$ cat src/button_click_hold_detector_assert.svh
// assertion macros for the button click and hold detector
// each macro expects clk_i and rst_ni in the scope where it is used
`ifndef BUTTON_CLICK_HOLD_DETECTOR_ASSERT_SVH
`define BUTTON_CLICK_HOLD_DETECTOR_ASSERT_SVH

`ifndef SYNTHESIS

// property that holds at every edge outside reset
`define BCHD_ASSERT_ALWAYS(lbl, expr) \
  lbl: assert property (@(posedge clk_i) disable iff (!rst_ni) (expr)) \
    else $error("button detector check failed");

// consequence that must hold in the cycle after the antecedent
`define BCHD_ASSERT_NEXT(lbl, ante, cons) \
  lbl: assert property (@(posedge clk_i) disable iff (!rst_ni) (ante) |=> (cons)) \
    else $error("button detector check failed");

`else

`define BCHD_ASSERT_ALWAYS(lbl, expr)
`define BCHD_ASSERT_NEXT(lbl, ante, cons)

`endif

`endif

$ cat src/bchd_pkg.sv
package bchd_pkg;

  // event codes carried on the result stream
  typedef enum logic [1:0] {
    EV_HOLD    = 2'd0,
    EV_RELEASE = 2'd1,
    EV_MULTI   = 2'd2
  } event_kind_e;

  // configuration register indexes
  typedef enum logic [1:0] {
    REG_DEBOUNCE   = 2'd0,
    REG_MULTICLICK = 2'd1,
    REG_HOLD       = 2'd2,
    REG_ACTIVE     = 2'd3
  } reg_index_e;

  // pending events of one tick, in delivery order from the lowest bit up
  typedef struct packed {
    logic rel;
    logic multi;
    logic hold;
  } ev_mask_t;

  localparam logic [15:0] DEBOUNCE_RESET   = 16'd50;
  localparam logic [15:0] MULTICLICK_RESET = 16'd300;
  localparam logic [15:0] HOLD_RESET       = 16'd300;
  localparam logic        ACTIVE_RESET     = 1'b0;
  localparam logic [7:0]  CLICK_MAX        = 8'd255;

  // countdown length, zero counts as one tick
  function automatic logic [15:0] load_len(input logic [15:0] v);
    return (v == 16'd0) ? 16'd1 : v;
  endfunction

  // decrement that stops at zero
  function automatic logic [15:0] dec_sat(input logic [15:0] v);
    return (v == 16'd0) ? 16'd0 : v - 16'd1;
  endfunction

  // kind of the first event in a mask
  function automatic event_kind_e first_kind(input ev_mask_t m);
    if (m.hold) begin
      return EV_HOLD;
    end else if (m.multi) begin
      return EV_MULTI;
    end
    return EV_RELEASE;
  endfunction

  // mask with its first event removed
  function automatic ev_mask_t drop_first(input ev_mask_t m);
    logic [2:0] v;
    v = m;
    return ev_mask_t'(v & (v - 3'd1));
  endfunction

endpackage

$ cat src/button_click_hold_detector.sv
// button click and hold detector, one input transaction per millisecond tick
// the first event of a tick enters the result register at accept when nothing waits
//   ahead of it, else it waits in the pending event register until those have left
// throughput: one tick per cycle while s_axis_tready is high; k events of a tick leave
//   one by one, the pending event register lets the next tick in while the last is shown
// reset: async active low, non-payload registers to defaults, all countdowns disarmed
module button_click_hold_detector (
  input  logic        clk_i,
  input  logic        rst_ni,
  // input stream, tdata: [0] pin_level, [7:1] zero
  input  logic        s_axis_tvalid,
  output logic        s_axis_tready,
  input  logic [7:0]  s_axis_tdata,
  // result stream, tdata: [7:0] clicks
  output logic        m_axis_tvalid,
  input  logic        m_axis_tready,
  output logic [7:0]  m_axis_tdata,
  // tuser: [1:0] event_kind
  output logic [1:0]  m_axis_tuser,
  output logic        m_axis_tlast,
  // configuration port
  input  logic        psel,
  input  logic        penable,
  input  logic        pwrite,
  input  logic [3:0]  paddr,
  input  logic [31:0] pwdata,
  output logic [31:0] prdata,
  output logic        pready
);
  import bchd_pkg::*;
  `include "button_click_hold_detector_assert.svh"

  // configuration registers
  logic [15:0] deb_ticks_q, multi_ticks_q, hold_ticks_q;
  logic        active_q;
  logic        cfg_wr;
  reg_index_e  cfg_idx;

  assign pready  = 1'b1;
  assign cfg_wr  = psel & penable & pwrite & pready;
  assign cfg_idx = reg_index_e'(paddr[3:2]);

  always_ff @(posedge clk_i or negedge rst_ni) begin
    if (!rst_ni) begin
      deb_ticks_q   <= DEBOUNCE_RESET;
      multi_ticks_q <= MULTICLICK_RESET;
      hold_ticks_q  <= HOLD_RESET;
      active_q      <= ACTIVE_RESET;
    end else if (cfg_wr) begin
      case (cfg_idx)
        REG_DEBOUNCE:   deb_ticks_q   <= pwdata[15:0];
        REG_MULTICLICK: multi_ticks_q <= pwdata[15:0];
        REG_HOLD:       hold_ticks_q  <= pwdata[15:0];
        REG_ACTIVE:     active_q      <= pwdata[0];
        default: ;
      endcase
    end
  end

  // register read back
  always_comb begin
    case (cfg_idx)
      REG_DEBOUNCE:   prdata = {16'd0, deb_ticks_q};
      REG_MULTICLICK: prdata = {16'd0, multi_ticks_q};
      REG_HOLD:       prdata = {16'd0, hold_ticks_q};
      REG_ACTIVE:     prdata = {31'd0, active_q};
      default:        prdata = 32'd0;
    endcase
  end

  // detector state
  logic        prev_q, prev_d;
  logic [15:0] deb_left_q, deb_left_d, hold_left_q, hold_left_d;
  logic [15:0] multi_left_q, multi_left_d;
  logic        deb_arm_q, deb_arm_d, hold_arm_q, hold_arm_d;
  logic        multi_arm_q, multi_arm_d;
  logic [7:0]  click_q, click_d;

  // pending events and output register
  ev_mask_t    pend_q, pend_d;
  logic [7:0]  pend_clicks_q, pend_clicks_d;
  logic        out_valid_q, out_valid_d;
  event_kind_e out_kind_q, out_kind_d;
  logic [7:0]  out_clicks_q, out_clicks_d;
  logic        out_last_q, out_last_d;

  logic        accept, out_load, level;
  logic [15:0] hold_dec, multi_dec, deb_dec;
  logic        hold_exp, multi_exp, deb_exp, release_ev;
  ev_mask_t    new_mask;

  assign level    = s_axis_tdata[0];
  assign out_load = !out_valid_q || m_axis_tready;
  // room when nothing waits, or the single waiting event leaves this cycle
  assign s_axis_tready = (pend_q == '0) ||
                         (out_load && (drop_first(pend_q) == '0));
  assign accept   = s_axis_tvalid & s_axis_tready;

  // countdown decrement and expiry
  assign hold_dec   = dec_sat(hold_left_q);
  assign multi_dec  = dec_sat(multi_left_q);
  assign deb_dec    = dec_sat(deb_left_q);
  assign hold_exp   = hold_arm_q && (hold_dec == 16'd0);
  assign multi_exp  = multi_arm_q && (multi_dec == 16'd0);
  assign deb_exp    = deb_arm_q && (deb_dec == 16'd0);
  assign release_ev = deb_exp && (level != active_q);

  assign new_mask.hold  = hold_exp;
  assign new_mask.multi = multi_exp;
  assign new_mask.rel   = release_ev;

  // state update for an accepted tick
  always_comb begin
    prev_d       = prev_q;
    deb_left_d   = deb_left_q;
    deb_arm_d    = deb_arm_q;
    hold_left_d  = hold_left_q;
    hold_arm_d   = hold_arm_q;
    multi_left_d = multi_left_q;
    multi_arm_d  = multi_arm_q;
    click_d      = click_q;
    if (accept) begin
      // decrement armed countdowns, expiry disarms
      if (hold_arm_q) begin
        hold_left_d = hold_dec;
        hold_arm_d  = !hold_exp;
      end
      if (multi_arm_q) begin
        multi_left_d = multi_dec;
        multi_arm_d  = !multi_exp;
      end
      if (deb_arm_q) begin
        deb_left_d = deb_dec;
        deb_arm_d  = !deb_exp;
      end
      // multi-click report clears the count
      if (multi_exp) begin
        click_d = 8'd0;
      end
      // debounce judgement
      if (deb_exp) begin
        if (level == active_q) begin
          hold_arm_d  = 1'b1;
          hold_left_d = load_len(hold_ticks_q);
        end else begin
          hold_arm_d   = 1'b0;
          hold_left_d  = 16'd0;
          multi_arm_d  = 1'b1;
          multi_left_d = load_len(multi_ticks_q);
          if (click_d != CLICK_MAX) begin
            click_d = click_d + 8'd1;
          end
        end
      end
      // level change restarts debounce
      if (level != prev_q) begin
        deb_arm_d  = 1'b1;
        deb_left_d = load_len(deb_ticks_q);
        prev_d     = level;
      end
    end
  end

  // event queue: output register fed from pending events or straight from the tick
  always_comb begin
    pend_d        = pend_q;
    pend_clicks_d = pend_clicks_q;
    out_valid_d   = out_valid_q;
    out_kind_d    = out_kind_q;
    out_clicks_d  = out_clicks_q;
    out_last_d    = out_last_q;
    if (out_load) begin
      out_valid_d = 1'b0;
      if (pend_q != '0) begin
        out_valid_d  = 1'b1;
        out_kind_d   = first_kind(pend_q);
        out_clicks_d = (first_kind(pend_q) == EV_MULTI) ? pend_clicks_q : 8'd0;
        out_last_d   = (drop_first(pend_q) == '0);
        pend_d       = drop_first(pend_q);
        if (accept) begin
          pend_d        = new_mask;
          pend_clicks_d = click_q;
        end
      end else if (accept && (new_mask != '0)) begin
        out_valid_d   = 1'b1;
        out_kind_d    = first_kind(new_mask);
        out_clicks_d  = (first_kind(new_mask) == EV_MULTI) ? click_q : 8'd0;
        out_last_d    = (drop_first(new_mask) == '0);
        pend_d        = drop_first(new_mask);
        pend_clicks_d = click_q;
      end
    end else if (accept) begin
      pend_d        = new_mask;
      pend_clicks_d = click_q;
    end
  end

  // control state
  always_ff @(posedge clk_i or negedge rst_ni) begin
    if (!rst_ni) begin
      prev_q       <= ~ACTIVE_RESET;
      deb_left_q   <= 16'd0;
      deb_arm_q    <= 1'b0;
      hold_left_q  <= 16'd0;
      hold_arm_q   <= 1'b0;
      multi_left_q <= 16'd0;
      multi_arm_q  <= 1'b0;
      click_q      <= 8'd0;
      pend_q       <= '0;
      out_valid_q  <= 1'b0;
    end else begin
      prev_q       <= prev_d;
      deb_left_q   <= deb_left_d;
      deb_arm_q    <= deb_arm_d;
      hold_left_q  <= hold_left_d;
      hold_arm_q   <= hold_arm_d;
      multi_left_q <= multi_left_d;
      multi_arm_q  <= multi_arm_d;
      click_q      <= click_d;
      pend_q       <= pend_d;
      out_valid_q  <= out_valid_d;
    end
  end

  // payload registers
  always_ff @(posedge clk_i) begin
    pend_clicks_q <= pend_clicks_d;
    out_kind_q    <= out_kind_d;
    out_clicks_q  <= out_clicks_d;
    out_last_q    <= out_last_d;
  end

  assign m_axis_tvalid = out_valid_q;
  assign m_axis_tdata  = out_clicks_q;
  assign m_axis_tuser  = out_kind_q;
  assign m_axis_tlast  = out_last_q;

  // pending events never wait behind an empty output register
  `BCHD_ASSERT_ALWAYS(a_pend_has_out, (pend_q == '0) || out_valid_q)
  // a result that is not last of its tick has more events queued behind it
  `BCHD_ASSERT_ALWAYS(a_not_last_pending, !out_valid_q || out_last_q || (pend_q != '0))
  // a report without a release in the same tick leaves the count cleared
  `BCHD_ASSERT_NEXT(a_report_clears, accept && multi_exp && !release_ev, click_q == 8'd0)

endmodule

$ cat config.mk
export PLATFORM = sky130hd
export DESIGN_NAME = button_click_hold_detector
export DESIGN_NICKNAME = d
export VERILOG_FILES = /design/src/bchd_pkg.sv /design/src/button_click_hold_detector.sv
export VERILOG_INCLUDE_DIRS = /design/src /design/src/src
export SDC_FILE = /design/constraint.sdc
export NUM_CORES = 1
export LEC_CHECK = 0
export BUFFER_PORTS_ARGS = -buffer_cell sky130_fd_sc_hd__buf_2
export CELL_PAD_IN_SITES_DETAIL_PLACEMENT = 1
export CELL_PAD_IN_SITES_GLOBAL_PLACEMENT = 2
export CORE_MARGIN = 2
export CORE_UTILIZATION = 38
export CTS_BUF_LIST = sky130_fd_sc_hd__clkbuf_8
export DETAILED_ROUTE_END_ITERATION = 7
export GPL_TIMING_DRIVEN = 0
export PLACE_DENSITY_LB_ADDON = 0.1
export SYNTH_ARGS = -nofsm -noshare
export SYNTH_HDL_FRONTEND = slang
export SYNTH_SLANG_ARGS = --single-unit
$ cat constraint.sdc
create_clock -name clk_i -period 4.65 [get_ports clk_i]
set_input_delay 0.465 -clock clk_i [delete_from_list [all_inputs] [get_ports clk_i]]
set_output_delay 0.465 -clock clk_i [all_outputs]
set_load 0.005 [all_outputs]
==> results of run 1 <==
-- per-layer routing --
metal	GRT usage, %	part of all wire (%)	vias up
met5	0	0	-
met3	3.293	3.1	36
met1	32.37	45	3694
met4	6.557	1.7	0
met2	43.01	51	141
li1	-	-	3377
-- worst min-delay path: stages --
cell and delay (ps):
buf_2 140, nand2_1 70, nand2_1 40
-- flip-flops by register name, summed over array words and instances, names as in the netlist, 2 cells and up --
signal / flops
hold_ticks_q: 16
pend_q: 3
click_q: 8
multi_ticks_q: 16
m_axis_tdata: 8
pend_clicks_q: 8
deb_left_q: 16
hold_left_q: 16
deb_ticks_q: 16
m_axis_tuser: 2
multi_left_q: 16
-- final timing paths --
check	startpoint	end	slack (ps)	cells past startpoint
max in group asynchronous	rst_ni	multi_ticks_q[2]$_DFFE_PN1P_	3410	3
worst min register to register	prev_q$_DFFE_PN1P_	prev_q$_DFFE_PN1P_	480	2
worst max-delay path	multi_left_q[2]$_DFFE_PN0P_	click_q[0]$_DFFE_PN0P_	400	16
worst max register to register	multi_left_q[2]$_DFFE_PN0P_	click_q[0]$_DFFE_PN0P_	400	16
worst min-delay path	s_axis_tdata[0]	prev_q$_DFFE_PN1P_	270	3
min in group asynchronous	rst_ni	m_axis_tvalid$_DFFE_PN0N_	480	2
-- layout make-up --
cell class | count | area [um2]
inverters | 17 | 63.81
well taps | 275 | 344.1
clock inverters | 15 | 146.4
flip-flops and latches | 132 | 3413
clock buffers | 17 | 234.0
fillers | 2454 | 11750
repair buffers | 56 | 314.1
plain buffers | 67 | 335.3
multi-input cells | 658 | 4354
-- report_power, final --
part,switching [mW],internal (mW)
Clock,0.527,0.436
Sequential,0.430,1.48
Combinational,1.01,0.675
-- through the flow --
stage               total power [mW]  setup slack (ps)
floorplan                      2.965              1006
global placement               3.505             355.3
detailed placement             3.584             250.3
CTS                            4.561             257.7
global route                   4.838             84.18
finish                         4.555             397.4
-- kinds of logic after synthesis --
kind of cell               share of synthesized area, %
and+or+nand+nor                                   20.84
AOI/OAI and AO/OA                                 17.95
DFF                                               42.11
buffers and inverters                             4.924
muxes                                             10.77
xor gates and xnor gates                          2.269
adders and majority gates                         1.050
other                                           0.09264
-- cell usage in the layout, fill, tap and decap left out, types with 4 or more instances in the layout --
cell type     n
a211o_1       4
a21oi_1      35
a22o_1       10
a311oi_1      4
a31oi_1      14
a32oi_1       5
a41oi_1       5
and2_1       11
and3_1       13
buf_2        63
buf_4        17
clkbuf_1     36
clkbuf_8     17
clkinvlp_4    4
conb_1       17
dfrtp_1     101
dfstp_2      12
edfxtp_1     19
ha_1          6
inv_1        17
inv_6         6
mux2_2       56
mux2i_1      22
nand2_1      64
nand2b_1      4
nand3_1      17
nand4_1      16
nor2_1       68
nor2b_1       8
nor3_1       38
nor4_1       27
nor4b_1       6
o21ai_0      88
o221a_2      10
o22ai_1       9
or2_2         6
or3_1        10
or4_1         5
xnor2_1       7
xor2_1       14
-- timing repair --
item | 4_1_cts | 5_1_grt
hold buffers | 1 | 0
setup buffers | 0 | 0
endpoints found under the setup margin | 0 | 11
gates resized for setup | 0 | 1
hold endpoints to repair | 33 | 0
==> summary.txt, run 1 <==
Floorplan
  – Die Height: 150.1 um
  – Die area: 22520 um2
  – Core Footprint: 20960 um2
  – # IOs: 97
  – Initial core utilization: 38.69%
  – Die X-Extent: 150.1 um
  – Cell Rows: 53

Synthesis
  – Netlist cell types: 75
  – EDFF count, synth: 19
  – Yosys top cell by area: dfrtp_1
  – Seq/Total Area, Yosys: 42.11%
  – Top FF cell, synth: dfrtp_1
  – Count leader, synth: dfrtp_1
  – Ys async rst share: 85.61%
  – Synth cell count leaders: dfrtp_1, o21ai_0, nor2_1
  – Mean Syn Cell Area: 9.437 um2
  – Post-Syn Instances: 859
  – Seq cells post-synth: 132
  – Synth Warn #: 0
  – Post-synth top area share: 31.18%
  – Cells taking the most area after synthesis: dfrtp_1, mux2_2, edfxtp_1, o21ai_0, dfstp_2
  – Mapped Area: 8107 um2

Critical path
  – Critical path capture point type: flip-flop
  – Crit-path most repeated cell: and2_1
  – Worst Path Arrival: 4640 ps
  – CP max stage delay: 610 ps
  – Required @ worst endpoint: 5040 ps
  – Crit start category: flip-flop
  – Worst Path Buf+Inv: 2
  – Worst path cell trace: clkbuf_1 -> or4_1 -> nor4_2 -> xor2_1 -> a2111oi_4 -> o21ai_1 -> buf_2 -> and2_1 -> ha_1 -> and4_1 -> and2_1 -> o31ai_1 -> a21oi_1 -> nor2_1 -> a2bb2oi_1 -> o31a_1
  – Critical path class: reg -> reg
  – Crit path max-delay family: simple AND/OR/NAND/NOR gates
  – Crit Path Max Fanout: 10
  – Slowest-stage cell, CP: or4_1

Timing
  – Hold slack: 274.7 ps
  – Max Clk Rate: 235.1 MHz
  – Worst Tran Pin Value: 1141 ps
  – Final critical-path share of the clock period: 91.45%
  – Setup TNS: 0 ps
  – Slew margin rel.: 23.80%
  – Final hold vios: 0
  – RSZ-0062 raised after global routing: false
  – Slew Viols, Final: 0
  – Fin crit period: 4253 ps
  – Final setup fails: 0
  – Clock skew: 12.68 ps

Routing
  – DR WL/cell: 22.00 um
  – Drt pass-1 iters: 5
  – Total number of vias: 7248
  – # DRC: 0
  – Final ANT Viol Nets: 0
  – Via/cell ratio: 5.859
  – DRT iter0 DRCs: 374
  – Drt total wl: 27220 um

Clock network
  – Clock Tree Buf Depth: 2
  – Clock Sinks: 132
  – H-tree depth: 4
  – Total CTS buffers: 17
  – Worst-Skew Late Latency: 450 ps
  – Clock tree from TritonCTS: yes
  – Clk root buf: clkbuf_8
  – Reg clk slew, reported paths: 80 ps

GRT
  – Largest net degree at the start of global routing: 77
  – First-pass GRT wire length: 42740 um
  – Tot GR Track Use: 24.73%
  – Initial antenna violation count: 0
  – Grt ovf: 0
  – Vias in the first global route: 7420

Final layout
  – Nets: 1006
  – Antenna diode count: 0
  – Design area: 9205 um2
  – Synthesis-to-finish area growth: 13.55%
  – Finished Core Util: 43.93%
  – Post-route insts no fill: 1237
  – Layout cell share with drive strength beyond 1: 22.56%

Power
  – Leak: 3.661 nW
  – Max VDD drop: 0.0002792 V
  – PwrDens: 494.9 nW/um2

Place
  – Hpwl dp: 20620 um
  – Placed cell areas: 8811 um2
  – Inst Count DP: 1204
  – Buffers on Ports: 54
  – GP Congestion: 0.8967

Job
  – Max Cap Viol: 0

Outcome
  – Status: completed

Worst hold path
  – Hold/Removal Path Class: in -> reg
Note: power is estimated with default switching activity, not from simulation.
==> run 2: changes to the inputs <==
--- a/config.mk
+++ b/config.mk
@@ -13,7 +13,7 @@
 export CORE_UTILIZATION = 38
 export CTS_BUF_LIST = sky130_fd_sc_hd__clkbuf_8
 export DETAILED_ROUTE_END_ITERATION = 7
-export GPL_TIMING_DRIVEN = 0
+export GPL_TIMING_DRIVEN = 1
 export PLACE_DENSITY_LB_ADDON = 0.1
 export SYNTH_ARGS = -nofsm -noshare
 export SYNTH_HDL_FRONTEND = slang
==> summary.txt, run 2 (synthesis results as in run 1) <==
Critical path
  – R2R Path Start: deb_left_q[0]$_DFFE_PN0P_
  – Required @ worst endpoint: 4990 ps
  – Crit path from: deb_left_q[0]$_DFFE_PN0P_
  – Worst reg-to-reg setup slack: 510 ps
  – Crit path to: click_q[7]$_DFFE_PN0P_
  – Crit start category: flip-flop
  – R2R cell count: 10
  – Worst Path Arrival: 4470 ps
  – Critical path capture point type: flip-flop
  – Critical path class: reg -> reg
  – R2R Path End: click_q[7]$_DFFE_PN0P_
  – Crit Path Max Fanout: 14

Floorplan
  – Die Height: 150.1 um
  – Initial core utilization: 38.69%
  – Die X-Extent: 150.1 um
  – Core Footprint: 20960 um2
  – Die area: 22520 um2
  – Cell Rows: 53
  – # IOs: 97

Final layout
  – Antenna diode count: 0
  – Most frequent cells in the layout: dfrtp_1, o21ai_0, nor2_1, nand2_1, mux2_2
  – Layout cell share with drive strength beyond 1: 22.64%
  – Nets: 954
  – Finished Core Util: 42.95%
  – Commonest non-fill, non-tap cell in the layout: dfrtp_1
  – Design area: 9001 um2
  – Synthesis-to-finish area growth: 11.04%

Place
  – GP Congestion: 0.8778
  – Placed cell areas: 8588 um2
  – Buffers on Ports: 54
  – Hpwl dp: 19520 um

Job
  – Max Cap Viol: 0

Timing
  – Clock skew: 11.12 ps
  – RSZ-0062 raised after global routing: false
  – Worst Tran Pin Value: 1205 ps
  – Hold slack: 293.1 ps
  – Final hold vios: 0
  – Max Clk Rate: 241.8 MHz
  – Final critical-path share of the clock period: 88.96%
  – Slew margin rel.: 19.34%
  – Fin crit period: 4136 ps
  – Final setup fails: 0
  – Setup TNS: 0 ps
  – Slew Viols, Final: 0

GRT
  – Met3 track demand over resource: 3.933%
  – First-pass GRT wire length: 41630 um
  – GRT met1 Usage: 32.39%
  – Layer with the highest usage: met2
  – Tot GR Track Use: 24.24%
  – Vias in the first global route: 7211
  – Met2 GRT Util: 41.42%
  – Initial antenna violation count: 0
  – Grt ovf: 0
  – Largest net degree at the start of global routing: 45

Routing
  – Total number of vias: 7057
  – Drt pass-1 iters: 5
  – Final ANT Viol Nets: 0
  – DRT iter0 DRCs: 405
  – Drt total wl: 26300 um
  – DR WL/cell: 22.19 um
  – # DRC: 0
  – Via/cell ratio: 5.955

Clock network
  – Total CTS buffers: 17
  – Clock tree from TritonCTS: yes
  – Worst-Skew Late Latency: 450 ps
  – Reg clk slew, reported paths: 90 ps
  – Clock Tree Buf Depth: 2
  – H-tree depth: 4
  – Clk root buf: clkbuf_8
  – Clock Sinks: 132

Outcome
  – Status: completed

Power
  – PwrDens: 502.5 nW/um2
  – Max VDD drop: 0.0002107 V
  – Leak: 3.559 nW

Worst hold path
  – Hold/Removal Path Class: in -> reg
run 2: cell types whose count changed in the layout (fill, tap and decap cells not counted), moves of 2 or more:
cell	change
buf_1	-3
clkbuf_1	-36
buf_6	-2
buf_2	-10
clkinvlp_4	-2
run 2: how the worst min path moves through the flow:
| stage | depth (start not counted) | to | slack [ps] | start |
|---|---|---|---|---|
| 4_1_cts | 2 | multi_ticks_q[3]$_DFFE_PN1P_ | 260 | pwdata[3] |
| 2_1_floorplan | 0 | active_q$_DFFE_PN0P_ | 170 | rst_ni |
| 6_report | 3 | prev_q$_DFFE_PN1P_ | 290 | s_axis_tdata[0] |
| 3_5_place_dp | 1 | click_q[5]$_DFFE_PN0P_ | 460 | rst_ni |
| 5_1_grt | 2 | deb_ticks_q[2]$_DFFE_PN0P_ | 270 | pwdata[2] |
| 3_3_place_gp | 1 | click_q[5]$_DFFE_PN0P_ | 440 | rst_ni |
run 2: critical path: stages, from the launching register on:
cell	delay [ps]
dfrtp_1	510
inv_1	130
ha_1	360
or3b_2	490
o22ai_1	180
o2111ai_1	190
o21bai_1	390
and4_1	420
nand3_1	650
a211o_1	470
o211a_1	210
run 2: final cells by class:
cell class	count	area (um2)
Clock buffer	17	234.0
Clock inverter	15	168.9
Fill cell	2443	11950
Inverter	17	63.81
Multi-Input combinational cell	658	4374
Sequential cell	132	3413
Tap cell	275	344.1
Timing Repair Buffer	71	402.9
run 2: timing repair:
action,4_1_cts,5_1_grt
endpoints found under the hold margin,26,0
buffers inserted,0,0
gates resized for setup,0,0
hold buffers,1,0
run 2: power breakdown:
part | total [mW] | switching (mW) | internal (mW)
sequential | 2.02 | 0.541 | 1.48
clock | 1.03 | 0.539 | 0.491
combinational | 1.48 | 0.838 | 0.639
total | 4.52 | 1.92 | 2.61
run 2: layer usage:
| layer | wire length, um | vias up |
|---|---|---|
| li1 | - | 3277 |
| met1 | 11790 | 3626 |
| met2 | 13300 | 135 |
| met3 | 858 | 19 |
| met4 | 350 | 0 |
| met5 | 0 | - |
run 2: per-stage QoR:
stage          setup slack [ps]  instances  total power [mW]
3_3_place_gp              693.3       1152             3.426
3_5_place_dp              588.8       1152             3.501
2_1_floorplan              1006        874             2.965
6_report                  513.5       1185             4.523
4_1_cts                   571.5       1185             4.551
5_1_grt                   240.4       1185             4.843
==> run 3: changes to the inputs <==
--- a/config.mk
+++ b/config.mk
@@ -6,15 +6,17 @@
 export SDC_FILE = /design/constraint.sdc
 export NUM_CORES = 1
 export LEC_CHECK = 0
+export ABC_AREA = 1
 export BUFFER_PORTS_ARGS = -buffer_cell sky130_fd_sc_hd__buf_2
 export CELL_PAD_IN_SITES_DETAIL_PLACEMENT = 1
 export CELL_PAD_IN_SITES_GLOBAL_PLACEMENT = 2
 export CORE_MARGIN = 2
-export CORE_UTILIZATION = 38
+export CORE_UTILIZATION = 35
 export CTS_BUF_LIST = sky130_fd_sc_hd__clkbuf_8
 export DETAILED_ROUTE_END_ITERATION = 7
 export GPL_TIMING_DRIVEN = 1
 export PLACE_DENSITY_LB_ADDON = 0.1
+export RECOVER_POWER = 50
 export SYNTH_ARGS = -nofsm -noshare
 export SYNTH_HDL_FRONTEND = slang
 export SYNTH_SLANG_ARGS = --single-unit
==> summary.txt, run 3 <==
Critical path
  – Crit start category: flip-flop
  – Required @ worst endpoint: 5010 ps
  – Worst Path Arrival: 3780 ps
  – Critical path class: reg -> reg
  – R2R cell count: 21
  – Worst reg-to-reg setup slack: 1230 ps
  – Crit Path Max Fanout: 18
  – R2R Path End: click_q[0]$_DFFE_PN0P_
  – R2R Path Start: multi_left_q[0]$_DFFE_PN0P_
  – Critical path capture point type: flip-flop

Final layout
  – Nets: 1294
  – Antenna diode count: 0
  – Layout cell share with drive strength beyond 1: 12.48%
  – Synthesis-to-finish area growth: 10.35%
  – Commonest non-fill, non-tap cell in the layout: nand2_1
  – Most frequent cells in the layout: nand2_1, inv_1, o21ai_0, dfrtp_1, nor2_1

Routing
  – Final ANT Viol Nets: 0
  – Total number of vias: 7943
  – Drt total wl: 27380 um
  – DRT iter0 DRCs: 348
  – # DRC: 0
  – DR WL/cell: 17.40 um
  – Via/cell ratio: 5.046
  – Drt pass-1 iters: 5

Outcome
  – Status: finished, violations left
  – Failing checks: capacitance limit, slew limit

Synthesis
  – Synth cell count leaders: nand2_1, inv_1, o21ai_0
  – Synth Warn #: 0
  – Post-synth top area share: 29.75%
  – Seq/Total Area, Yosys: 40.18%
  – Netlist cell types: 46
  – EDFF count, synth: 19
  – Post-Syn Instances: 1195
  – Ys async rst share: 85.61%
  – Count leader, synth: nand2_1
  – Top FF cell, synth: dfrtp_1
  – Seq cells post-synth: 132
  – Mean Syn Cell Area: 7.108 um2
  – Yosys top cell by area: dfrtp_1
  – Cells taking the most area after synthesis: dfrtp_1, nand2_1, o21ai_0, edfxtp_1, inv_1
  – Mapped Area: 8494 um2

Clock network
  – Clk root buf: clkbuf_8
  – Hold_buf cts: 0
  – Clock Tree Buf Depth: 2
  – Reg clk slew, reported paths: 90 ps
  – Worst-Skew Late Latency: 470 ps
  – Setup bufs post-CTS: 0
  – H-tree depth: 4
  – Total CTS buffers: 17
  – Clock Sinks: 132
  – Post-CTS resize count: 0
  – Clock tree from TritonCTS: yes

Floorplan
  – Die X-Extent: 159.8 um
  – Initial core utilization: 35.24%
  – Die area: 25530 um2
  – Die Height: 159.8 um
  – # IOs: 97
  – Core Footprint: 24110 um2
  – Cell Rows: 57

Timing
  – Clock skew: 21.07 ps
  – Max Clk Rate: 292.5 MHz
  – Fin crit period: 3419 ps
  – Slew Viols, Final: 39
  – Slew margin rel.: -65.80%
  – Final hold vios: 0
  – Final critical-path share of the clock period: 73.53%
  – Hold slack: 264.2 ps
  – Setup TNS: 0 ps
  – RSZ-0062 raised after global routing: false
  – Worst Tran Pin Value: 2487 ps
  – Final setup fails: 0

Worst hold path
  – Hold path startpoint: pwdata[5]
  – Hold/Removal Path Class: in -> reg
  – Hold path depth: 3
  – WHS Endpoint: hold_ticks_q[5]$_DFFE_PN1P_

GRT
  – First-pass GRT wire length: 44160 um
  – Vias in the first global route: 8000
  – Tot GR Track Use: 22.04%
  – Initial antenna violation count: 0
  – Largest net degree at the start of global routing: 76
  – Grt ovf: 0

Place
  – Buffers on Ports: 54
  – Hpwl dp: 20440 um
  – GP Congestion: 0.8032

Power
  – PwrDens: 536.3 nW/um2
  – Max VDD drop: 0.0002070 V
  – Leak: 4.554 nW

Job
  – Max Cap Viol: 1
-- run 3: report_power, final --
group / leakage [nW] / total [mW] / switching, mW / internal, mW
Sequential: 1.59 / 1.83 / 0.321 / 1.51
Combinational: 2.76 / 2.16 / 1.44 / 0.721
Clock: 0.208 / 1.04 / 0.512 / 0.526
Total: 4.55 / 5.03 / 2.27 / 2.76
-- run 3: cell families after synthesis --
group           count (synthesis)  share of synthesized area (%)
fa+ha+maj                       6                         0.8838
other cells                     2                        0.08841
compound gates                226                          15.64
simple gates                  610                          31.77
xor+xnor                        7                         0.7218
buf+inv                       212                          10.71
flops                         132                          40.18
-- run 3: layer usage --
metal / GRT usage [%] / part of all wire [%] / vias to the layer above
met3: 2.883 / 2.5 / 23
li1: - / - / 3983
met4: 6.183 / 1.4 / 0
met5: 0 / 0 / -
met1: 30.32 / 49 / 3827
met2: 36.54 / 47 / 110
-- run 3: metrics by stage --
stage	util, %	area (um2)	cells	worst slack [ps]	power (mW)
4_1_cts	38.98	9395	1574	1161	5.098
3_3_place_gp	37.31	8994	1542	1250	3.989
5_1_grt	38.89	9374	1574	825.1	5.503
3_5_place_dp	37.31	8994	1542	1172	4.037
6_report	38.89	9374	1574	1231	5.028
2_1_floorplan	-	8551	1210	1865	3.381
-- run 3: worst max path at each step --
stage / slack (ps) / start / end
floorplan: 1870 / multi_left_q[0]$_DFFE_PN0P_ / click_q[2]$_DFFE_PN0P_
global placement: 1250 / multi_left_q[0]$_DFFE_PN0P_ / click_q[1]$_DFFE_PN0P_
detailed placement: 1170 / multi_left_q[0]$_DFFE_PN0P_ / click_q[0]$_DFFE_PN0P_
CTS: 1160 / multi_left_q[0]$_DFFE_PN0P_ / click_q[0]$_DFFE_PN0P_
global route: 830 / multi_left_q[0]$_DFFE_PN0P_ / click_q[1]$_DFFE_PN0P_
finish: 1230 / multi_left_q[0]$_DFFE_PN0P_ / click_q[0]$_DFFE_PN0P_
-- run 3: layout make-up --
cell class | count | area [um2]
fillers | 3160 | 14730
multi-input cells | 866 | 4228
flip-flops and latches | 132 | 3413
inverters | 156 | 586.8
well taps | 324 | 405.4
repair buffers | 64 | 339.1
clock buffers | 17 | 234.0
clock inverters | 15 | 167.7
-- run 3: worst max-delay path, stage by stage, from the launching register on --
cell and delay, ps:
dfrtp_1 350, clkinv_1 240, ha_1 350, nand2_2 190, nor2_4 60, nand2_4 210, nand3_1 220, nand2_1 140
nor2_2 60, nand4_4 150, nand2_1 70, inv_1 80, ha_1 200, nand2_1 70, nor2_1 150, nand3_2 130
nor2_2 170, nand2_2 180, nand2_1 130, o21ai_1 70, nand2_1 60, inv_1 30
